File: src/rtl/core/mtf_pkg.sv
// ----------------------------------------------------------------------------
// mtf_pkg
// Shared types and constants for the move-to-front coder and its list cells.
// ----------------------------------------------------------------------------
`default_nettype none

package mtf_pkg;

	// symbol and position width, fixed by the byte interface
	localparam int SYM_W = 8;

	// default number of symbols in the ordered list
	localparam int ALPHABET_SIZE = 256;

	// direction register codes
	localparam logic DIR_ENCODE = 1'b0;
	localparam logic DIR_DECODE = 1'b1;

	// controller states
	typedef enum logic [1:0] {
		ST_IDLE,
		ST_SEARCH,
		ST_FINISH
	} state_t;

	// broadcast from the controller to every cell
	typedef struct packed {
		logic             init;   // reload identity order
		logic             dec;    // decode: match on position, not on contents
		logic [SYM_W-1:0] key;    // symbol to find, or position to take
	} cell_ctl_t;

	// what a cell reports when the search wave stops on it
	typedef struct packed {
		logic             hit;
		logic [SYM_W-1:0] sym;    // cell contents, zero when no hit
	} cell_rep_t;

endpackage

`default_nettype wire

File: src/rtl/core/mtf_cell.sv
// ----------------------------------------------------------------------------
// mtf_cell
// One entry of the move-to-front list. A search wave enters from the left
// neighbor with the entry that sat there; the cell takes it over and hands
// its own entry on, until the wave stops at the cell being promoted.
// ----------------------------------------------------------------------------
`default_nettype none

module mtf_cell #(
	parameter int IDX = 0
) (
	input  wire                        clk,
	input  wire                        arst_n,
	input  wire  mtf_pkg::cell_ctl_t   ctl,
	input  wire                        tok_in,
	input  wire  [mtf_pkg::SYM_W-1:0]  carry_in,
	input  wire                        front_we,
	input  wire  [mtf_pkg::SYM_W-1:0]  front_sym,
	output logic                       tok_out,
	output logic [mtf_pkg::SYM_W-1:0]  carry_out,
	output mtf_pkg::cell_rep_t         rep
);

	localparam logic [mtf_pkg::SYM_W-1:0] IDENT = mtf_pkg::SYM_W'(IDX);

	logic [mtf_pkg::SYM_W-1:0] entry_q;
	logic [mtf_pkg::SYM_W-1:0] carry_q;
	logic                      tok_q;
	logic                      hit;

	// wave stops here when the entry (encode) or the position (decode) matches
	always_comb begin
		hit = tok_in && (ctl.dec ? (IDENT == ctl.key) : (entry_q == ctl.key));
		rep.hit = hit;
		rep.sym = hit ? entry_q : '0;
	end

	// entry update and hand-off to the right neighbor
	always_ff @(posedge clk or negedge arst_n) begin
		if (!arst_n) begin
			entry_q <= IDENT;
			tok_q   <= 1'b0;
		end else begin
			tok_q <= tok_in && !hit;
			if (ctl.init) begin
				entry_q <= IDENT;
			end else if (front_we) begin
				entry_q <= front_sym;
			end else if (tok_in) begin
				entry_q <= carry_in;
			end
		end
	end

	// entry handed on with the wave
	always_ff @(posedge clk) begin
		if (tok_in) begin
			carry_q <= entry_q;
		end
	end

	assign tok_out   = tok_q;
	assign carry_out = carry_q;

endmodule

`default_nettype wire

File: config.mk
export PLATFORM = sky130hd
export DESIGN_NAME = mtf_cell
export DESIGN_NICKNAME = d
export VERILOG_FILES = /design/src/rtl/core/mtf_pkg.sv /design/src/rtl/core/mtf_cell.sv
export SDC_FILE = /design/constraint.sdc
export NUM_CORES = 1
export LEC_CHECK = 0
export ABC_AREA = 1
export BUFFER_PORTS_ARGS = -buffer_cell sky130_fd_sc_hd__buf_2
export CAP_MARGIN = 40
export CELL_PAD_IN_SITES_DETAIL_PLACEMENT = 1
export CELL_PAD_IN_SITES_GLOBAL_PLACEMENT = 1
export CORE_MARGIN = 1.5
export CORE_UTILIZATION = 32
export CTS_CLUSTER_SIZE = 30
export DETAILED_ROUTE_END_ITERATION = 8
export PLACE_DENSITY_LB_ADDON = 0.15
export SYNTH_ARGS = -nofsm -noshare
export SYNTH_HDL_FRONTEND = slang
export SYNTH_SLANG_ARGS = --single-unit
File: constraint.sdc
create_clock -name clk -period 2 [get_ports clk]
set_input_delay 0.4 -clock clk [delete_from_list [all_inputs] [get_ports clk]]
set_output_delay 0.4 -clock clk [all_outputs]
set_load 0.03 [all_outputs]
# After elaboration in Yosys (flattened, before gate mapping)
# Cells that the tools add are included.
# totals
out_inout_bits	18
reg_bits	17
elab_cells	14
# classes
n_mux	5
n_reduce_logical	5
n_eq_ne	1
# ops
op	n
8-bit two-way mux	4
8-bit == test	1
8-bit zero test	1
3-bit nonzero test	1
1-bit logical AND	2
1-bit zero test	1
1-bit two-way mux	1

# Depth between registers and ports, before layout
# Gate-level depths: netlist (run 1).
# logic_depth
word_depth	5
ltp_mapped	9
mapped_depth_nobuf	8

# Least setup slack after synthesis (run 1)
# OpenSTA, ideal clock, no wires.
# synth_timing
path_kind	input-to-output
startpoint	in ctl[2] (netlist name)
endpoint	out rep[0] (netlist name)
arrival_ns	1.352
n_path_buf	0
path_stages	8
path_slack_ns	0.248
t_required_ns	1.600
path_cell_list	inv_1 -> nand2_1 -> nand2_1 -> nor2_1 -> nand3_1 -> o21bai_2 -> nand2_2 -> nor2_1
# synth_lines
item	line	source
start, declared	mtf_cell.sv:14	input wire mtf_pkg::cell_ctl_t ctl,
end, declared	mtf_cell.sv:21	output mtf_pkg::cell_rep_t rep

==> results of run 1 <==
report_power, final:
group	internal, mW	switching [mW]
clock network	0.0775	0.104
registers	0.395	0.0141
logic	0.0788	0.122
cells by family (layout without fill, tap and decap cells):
kind of cell / after synthesis / after routing / synth area share [%]
buffers and inverters: 21 / 82 / 9.898
AOI/OAI and AO/OA: 12 / 12 / 11.05
xor gates and xnor gates: 1 / 1 / 1.004
DFF: 17 / 17 / 53.37
and+or+nand+nor: 55 / 56 / 24.68
area by class of cell:
class                   count  area [um2]
multi-input cells          69       425.4
inverters                  19       71.32
fillers                   314        1112
flip-flops and latches     17       465.4
well taps                  30       37.54
clock buffers               4       26.28
repair buffers             59       384.1
repair_timing:
| item | in CTS | in global routing |
|---|---|---|
| gates cloned | 1 | 0 |
| resized for setup | 30 | 23 |
| endpoints found under the hold margin | 9 | 0 |
| endpoints found under the setup margin | 9 | 9 |
| pin swaps | 8 | 10 |
| hold buffers | 1 | 0 |
| setup buffers | 6 | 3 |
metrics by stage:
stage	worst slack, ns	instances	hold WS (ns)	utilization, %
detailed placement	0.09214	183	0.2656	45.39
global route	-0.2370	198	0.4178	55.90
global placement	0.08776	183	0.2671	45.39
finish	-0.1408	198	0.4083	55.90
floorplan	0.2481	106	0.1044	-
CTS	-0.1289	195	0.4022	51.84
path summary, 6_finish.rpt:
kind	startpoint	endpoint	slack (ns)	cells past startpoint
max in group asynchronous	arst_n	entry_q[6]	1.34	2
worst max register to register	entry_q[0]	tok_out	0.71	7
min in group asynchronous	arst_n	entry_q[0]	0.48	2
worst min-delay path	carry_in[7]	entry_q[7]	0.41	3
worst max-delay path	entry_q[0]	rep[1]	-0.14	8
worst min register to register	entry_q[5]	carry_out[5]	0.48	0
registers in the layout, summed over array words and instances (netlist names):
name	flops
entry_q	8
tok_out	1
carry_out	8
per-layer routing:
metal  part of all wire, %  wire (um)  up-vias
met4                  0.34         10        0
met3                   4.0        118        2
met1                    42       1220      443
li1                      -          -      464
met5                     0          0        -
met2                    54       1587       27
cells in the final DEF (no fill, tap or decap):
master,n
a21oi_2,1
buf_2,38
buf_4,11
buf_6,9
clkbuf_1,1
clkbuf_4,3
clkinv_1,1
dfrtp_1,9
dlygate4sd3_1,1
edfxtp_1,8
inv_1,10
inv_2,8
nand2_1,13
nand2_2,4
nand2_4,2
nand3_1,2
nand3_2,2
nor2_1,21
nor2_2,5
nor2_4,6
nor3_1,1
o21ai_0,1
o21ai_1,1
o21bai_4,1
o32ai_1,8
xnor2_1,1
worst max-delay path: stages, from the launching register on:
cell      delay, ns
dfrtp_1        0.42
nand2_1        0.10
nand2_1        0.08
nor2_2         0.10
nand3_2        0.10
o21bai_4       0.21
nand2_4        0.16
nor2_4         0.14
buf_6          0.13
==> reports/results.tsv, run 1 <==
stage	metric	value	unit
floorplan	Core ar.	2522	um2
synthesis	mean post-synth cell area	8.227	um2
cells_and_area	Finished Cell Area	1410	um2
floorplan	Starting Density	34.57	%
setup_path	CP endpoint kind	primary output	
floorplan	die area	3048	um2
synthesis	synth cell count leaders	nor2_1, inv_1, nand2_1	
synthesis	Synth cell types	16	
clock_tree	CTS max path bufs	2	
sta	final worst path period need	2.141	ns
setup_path	WP data arrival	1.74	ns
route	Via Count	936	
clock_tree	# clock sinks	17	
synthesis	number of flops mapped to enable cells by yosys	8	
global_route	largest net degree at the start of global routing	11	
route	Vias/cell	4.727	
synthesis	Net Count, Synth	136	
clock_tree	Clock Root Buffer	clkbuf_4	
route	WL final	2936	um
global_route	Top Usage Layer GRT	met2	
cells_and_area	layout cells sized above 1	53.57	%
cells_and_area	Area Overhead vs Synth	61.69	%
flow_run	Max Cap Viol	0	
route	# DRC	0	
floorplan	IO Count	48	
place	IO Port Bufs	47	
setup_path	crit path kind	flop to primary output	
global_route	initial antenna violation count	0	
synthesis	ys async rst share	52.94	%
route	DRT iter0 DRCs	6	
synthesis	yosys warns	0	
outcome	status	finished, violations left	
global_route	grt ovf	0	
synthesis	Synth Register Bits	17	
clock_tree	CTS clk-pin slew, worst paths	0.09	ns
synthesis	largest cells by area after synthesis	edfxtp_1, dfrtp_1, nor2_1	
pwr	Peak VDD IR	0.4859	mV
synthesis	Synth Flop Type	dfrtp_1	
synthesis	sequential share of the synthesized area	53.37	%
floorplan	die height	55.21	um
min_path	hold crit path type	primary input to flop	
clock_tree	H-tree depth	1	
place	Post-Place Cell Area	1145	um2
place	GPL Wtd Cong	0.7762	
clock_tree	CTS buffer count	3	
pwr	Final Total Pwr	0.7918	mW
synthesis	area fraction of the dominant cell type after synthesis	27.55	%
floorplan	placement row count	18	
sta	Slew Viols, Final	0	
setup_path	CP max FO	5	
sta	Worst Skew	0.001659	ns
route	DR WL/cell	14.83	um
sta	RSZ-0062 raised after global routing	yes	
sta	setup TNS	-0.7718	ns
cells_and_area	diode count	0	
global_route	first-pass GRT wire length	4471	um
route	Final ANT Viol Nets	0	
cells_and_area	nets	199	
sta	worst slew pin tran	0.6153	ns
clock_tree	latest clock arrival within the worst-skew pair	0.29	ns
clock_tree	CTS tree	built	
synthesis	Synth Cell Area	872.1	um2
global_route	M3 GR Usage	5.152	%
synthesis	Mapped Cells	106	
setup_path	Req. time, crit path	1.60	ns
sta	fmax	467.1	MHz
place	dpl hpwl	2070	um
pwr	PD cells	561.5	nW/um2
global_route	met1 usage	22.82	%
floorplan	Die X	55.21	um
sta	final setup violating endpoints	8	
sta	final worst-path cycle share	107.0	%
sta	final hold vios	0	
synthesis	leading area contributor after synthesis	edfxtp_1	
synthesis	cell with the most instances after synthesis	nor2_1	
sta	Slew headroom	58.70	%
global_route	vias in the first global route	946	
sta	setup ws final	-0.1408	ns
route	DR pass1 iterations	2	
setup_path	CP startpoint kind	flop	
global_route	total track usage	18.82	%
pwr	Leakage	0.6970	nW
global_route	GR Layer Usage met2	34.18	%
outcome	failing checks	setup timing	
Power figures use the tool's default switching activity.
==> run 2: changes to the inputs <==
Settings changed: CORE_ASPECT_RATIO set to 1.1.
Clock period 2 ns to 2.74 ns, I/O delays scaled along.
==> run 2 against run 1 <==
Compared with the run above: combinational power shrank 44%; sequential cell count unchanged; non-clock buffer count is 12 lower; largest cell class unchanged; via count is 2.6% lower; the run now ends clean; design area shrank 18%; power is 31% lower; count of clock-buffer cells in the layout stayed put.
==> reports/results.tsv, run 2 (synthesis gave the netlist of run 1 again) <==
stage	metric	value	unit
cells_and_area	diode count	0	
place	IO Port Bufs	47	
sta	Worst Skew	0.003495	ns
pwr	Leakage	0.6215	nW
pwr	PD cells	475.3	nW/um2
pwr	Final Total Pwr	0.5501	mW
route	DR WL/cell	13.54	um
setup_path	WP data arrival	1.75	ns
floorplan	placement row count	19	
flow_run	Max Cap Viol	0	
cells_and_area	Area Overhead vs Synth	32.71	%
clock_tree	Hold Buf Count CTS	0	
route	Via Count	912	
min_path	hold crit path type	primary input to asynchronous set/reset pin	
route	Final ANT Viol Nets	0	
clock_tree	H-tree depth	1	
clock_tree	CTS clk-pin slew, worst paths	0.11	ns
global_route	total track usage	19.38	%
setup_path	CP startpoint kind	flop	
setup_path	Req. time, crit path	2.19	ns
clock_tree	latest clock arrival within the worst-skew pair	0.29	ns
route	WL final	2519	um
clock_tree	# clock sinks	17	
floorplan	Die X	52.78	um
sta	Slew Viols, Final	0	
floorplan	Core ar.	2544	um2
route	# DRC	0	
global_route	largest net degree at the start of global routing	12	
sta	final setup violating endpoints	0	
sta	Slew headroom	56.29	%
global_route	vias in the first global route	938	
floorplan	die area	3048	um2
sta	setup TNS	0	ns
route	DRT iter0 DRCs	18	
floorplan	Starting Density	34.28	%
sta	final worst-path cycle share	83.69	%
setup_path	CP endpoint kind	primary output	
sta	RSZ-0062 raised after global routing	no	
sta	fmax	436.1	MHz
clock_tree	CTS buffer count	3	
global_route	initial antenna violation count	0	
sta	final worst path period need	2.293	ns
clock_tree	Clock Root Buffer	clkbuf_4	
floorplan	IO Count	48	
clock_tree	post_cts resized	0	
place	GPL Wtd Cong	0.8025	
cells_and_area	nets	186	
global_route	grt ovf	0	
clock_tree	CTS tree	built	
sta	final hold vios	0	
floorplan	die height	57.75	um
cells_and_area	commonest non-fill, non-tap cell in the layout	buf_2	
outcome	status	finished clean	
clock_tree	Post-CTS Setup Inserts	0	
pwr	Peak VDD IR	0.2407	mV
place	dpl hpwl	2003	um
route	Vias/cell	4.903	
cells_and_area	commonest cells after routing, fill and taps aside	buf_2, nor2_1, inv_1	
setup_path	crit path kind	flop to primary output	
clock_tree	CTS max path bufs	2	
setup_path	CP max FO	9	
sta	worst slew pin tran	0.6513	ns
cells_and_area	layout cells sized above 1	33.55	%
global_route	first-pass GRT wire length	4360	um
route	DR pass1 iterations	5	
-- run 2: changes by cell type in the layout (fill, tap and decap cells not counted), sizes merged --
cell / previous run / this run
buf: 58 / 47
dlygate4sd3: 1 / 0
nand2: 19 / 18
-- run 2: final cells by class --
| class | instances | area [um2] |
|---|---|---|
| multi-input cells | 68 | 320.3 |
| repair buffers | 47 | 235.2 |
| inverters | 19 | 71.32 |
| clock buffers | 4 | 26.28 |
| fillers | 331 | 1386 |
| well taps | 31 | 38.79 |
| flip-flops and latches | 17 | 465.4 |
-- run 2: per-stage QoR --
step / utilization [%] / instances / setup slack, ns / cell area [um2] / hold slack, ns
after detailed placement: 44.47 / 182 / 0.5297 / 1131 / 0.4128
after CTS: 45.50 / 186 / 0.4139 / 1157 / 0.09277
after global routing: 45.50 / 186 / 0.2210 / 1157 / 0.09274
after global placement: 44.47 / 182 / 0.5473 / 1131 / 0.4126
after floorplan: - / 106 / 0.6921 / 872.1 / 0.2524
final: 45.50 / 186 / 0.4469 / 1157 / 0.08646
-- run 2: worst paths after layout --
path,startpoint,endpoint,slack (ns),cells past startpoint
hold reg to reg,entry_q[5],carry_out[5],0.46,0
max in group asynchronous,arst_n,entry_q[2],2.47,1
hold / removal,arst_n,entry_q[0],0.09,1
setup / recovery,entry_q[0],rep[6],0.45,9
setup reg to reg,entry_q[0],tok_out,1.60,7
min in group clk,entry_q[5],carry_out[5],0.46,0
-- run 2: per-layer routing --
layer  global-route usage (%)  part of all wire, %
met1                    26.53                   44
met3                    3.093                  6.4
met2                    31.61                   49
met5                        0                    0
met4                    5.495                 0.36
-- run 2: where the power goes --
part | switching, mW | internal [mW] | total [mW]
sequential | 0.00874 | 0.288 | 0.297
clock | 0.0839 | 0.0566 | 0.141
combinational | 0.0728 | 0.0399 | 0.113
total | 0.166 | 0.385 | 0.550
-- run 2: worst max-delay path: stages (launching register included) --
cell      delay [ns]
dfrtp_1         0.39
inv_1           0.09
nand2_1         0.07
nand2_1         0.05
nor2_1          0.10
nand3_1         0.11
o21bai_2        0.15
nand2_2         0.14
nor2_1          0.13
buf_2           0.21
==> run 3: changes to the inputs <==
Settings changed: CORE_UTILIZATION 32 to 27.
Clock period 2.74 ns to 1.9 ns, I/O delays scaled along.
==> run 3 against run 2 <==
Compared with the run above: the run now ends with setup timing left; clock power rose by 37%; power increased by 53%; sequential cell count did not move; clock skew about the same; critical endpoint unchanged.
==> reports/results.tsv, run 3 (synthesis gave the netlist of run 1 again) <==
stage	metric	value	unit
place	setup slack at placement	-0.04506	ns
clock_tree	H-tree depth	1	
setup_path	CP startpoint kind	flop	
min_path	Hold Path Cell Cnt	3	
sta	Slew headroom	76.48	%
global_route	grt ovf	0	
clock_tree	CTS tree	built	
cells_and_area	fillers	380	
sta	Slew Viols, Final	0	
sta	RSZ-0062 raised after global routing	yes	
clock_tree	latest clock arrival within the worst-skew pair	0.29	ns
route	WL final	2951	um
outcome	failing checks	setup timing	
setup_path	WP data arrival	1.75	ns
cells_and_area	Area Overhead vs Synth	66.14	%
flow_run	Max Cap Viol	0	
cells_and_area	commonest cells after routing, fill and taps aside	buf_2, nor2_1, buf_4	
cells_and_area	layout cells sized above 1	51.74	%
outcome	status	finished, violations left	
global_route	first-pass GRT wire length	4705	um
cells_and_area	diode count	0	
clock_tree	Clock Root Buffer	clkbuf_4	
setup_path	r2r startpoint	entry_q[7]	
floorplan	placement row count	21	
route	# DRC	0	
cells_and_area	multi-input logic area	429.2	um2
setup_path	crit path kind	flop to primary output	
sta	setup ws final	-0.2266	ns
place	IO Port Bufs	47	
cells_and_area	FF+latch area	465.4	um2
pwr	PD cells	581.3	nW/um2
pwr	Final Total Pwr	0.8422	mW
setup_path	Req. time, crit path	1.52	ns
floorplan	Starting Density	28.37	%
route	DR WL/cell	14.33	um
floorplan	IO Count	48	
sta	final worst path period need	2.127	ns
cells_and_area	Layout Cells excl Fill	206	
floorplan	Core ar.	3074	um2
global_route	total track usage	17.35	%
setup_path	R2R cell count	8	
clock_tree	CTS buffer count	3	
route	DRT iter0 DRCs	12	
floorplan	die height	62.61	um
cells_and_area	Core Util, Final	47.13	%
setup_path	crit path from	entry_q[7]	
global_route	vias in the first global route	996	
global_route	initial antenna violation count	0	
clock_tree	CTS max path bufs	2	
route	DR pass1 iterations	4	
place	placed cell count	192	
clock_tree	CTS clk-pin slew, worst paths	0.10	ns
cells_and_area	commonest non-fill, non-tap cell in the layout	buf_2	
place	dpl hpwl	2261	um
route	Via Count	953	
route	Final ANT Viol Nets	0	
pwr	Leakage	0.7157	nW
sta	final worst-path cycle share	111.9	%
clock_tree	# clock sinks	17	
sta	final setup violating endpoints	9	
pwr	Peak VDD IR	0.3710	mV
min_path	hold crit path type	primary input to flop	
sta	Worst Skew	0.003193	ns
cells_and_area	nets	203	
place	GPL Wtd Cong	0.7539	
sta	final hold vios	0	
global_route	largest net degree at the start of global routing	11	
sta	fmax	470.2	MHz
setup_path	CP max FO	5	
setup_path	CP endpoint kind	primary output	
floorplan	die area	3580	um2
route	Vias/cell	4.626	
min_path	Hold Path Origin	carry_in[6]	
floorplan	Die X	57.19	um
sta	worst slew pin tran	0.3519	ns
run 3: critical path: stages, from the launching register on:
cell	delay [ns]
dfrtp_1	0.36
inv_1	0.09
nand2_1	0.09
nand2_2	0.07
nor2_4	0.08
nand3_2	0.10
o21bai_4	0.23
nand2_4	0.16
nor2_4	0.14
buf_6	0.13
run 3: cell type report:
cell class	count	share of cell area [%]
Timing Repair Buffer	63	28.58
Inverter	19	4.922
Clock buffer	4	1.813
Multi-Input combinational cell	69	29.62
Tap cell	34	2.936
Sequential cell	17	32.12
run 3: worst paths after layout:
path                                 to  slack [ns]
max in group asynchronous    entry_q[2]        1.25
min                          entry_q[6]        0.38
min in group asynchronous       tok_out        0.46
max reg2reg                     tok_out        0.59
min reg2reg                carry_out[7]        0.47
max                              rep[6]       -0.23
run 3: metrics by stage:
step	hold WS, ns	instance area, um2	setup TNS (ns)
floorplan	0.08441	872.1	0
global placement	0.2551	1187	0
detailed placement	0.2545	1187	-0.1679
CTS	0.3834	1318	-1.883
global route	0.3805	1449	-2.703
finish	0.3848	1449	-1.670
run 3: routing by layer:
layer	GRT usage (%)	vias up	part of all wire, %
met5	0	-	0
met1	19.74	445	40
li1	-	476	-
met4	3.488	0	0.44
met2	31.90	30	54
met3	4.762	2	5.2
run 3: repair_timing:
action / in CTS / in global routing
setup endpoints to repair: 9 / 9
resized for setup: 20 / 31
pin swaps: 1 / 8
hold buffers: 1 / 0
endpoints found under the hold margin: 9 / 0
cloned: 1 / 0
setup buffers: 4 / 4
run 3: power breakdown:
group          internal [mW]  switching, mW  total, mW
registers              0.415         0.0156      0.431
logic                 0.0900          0.129      0.219
clock network         0.0817          0.111      0.193
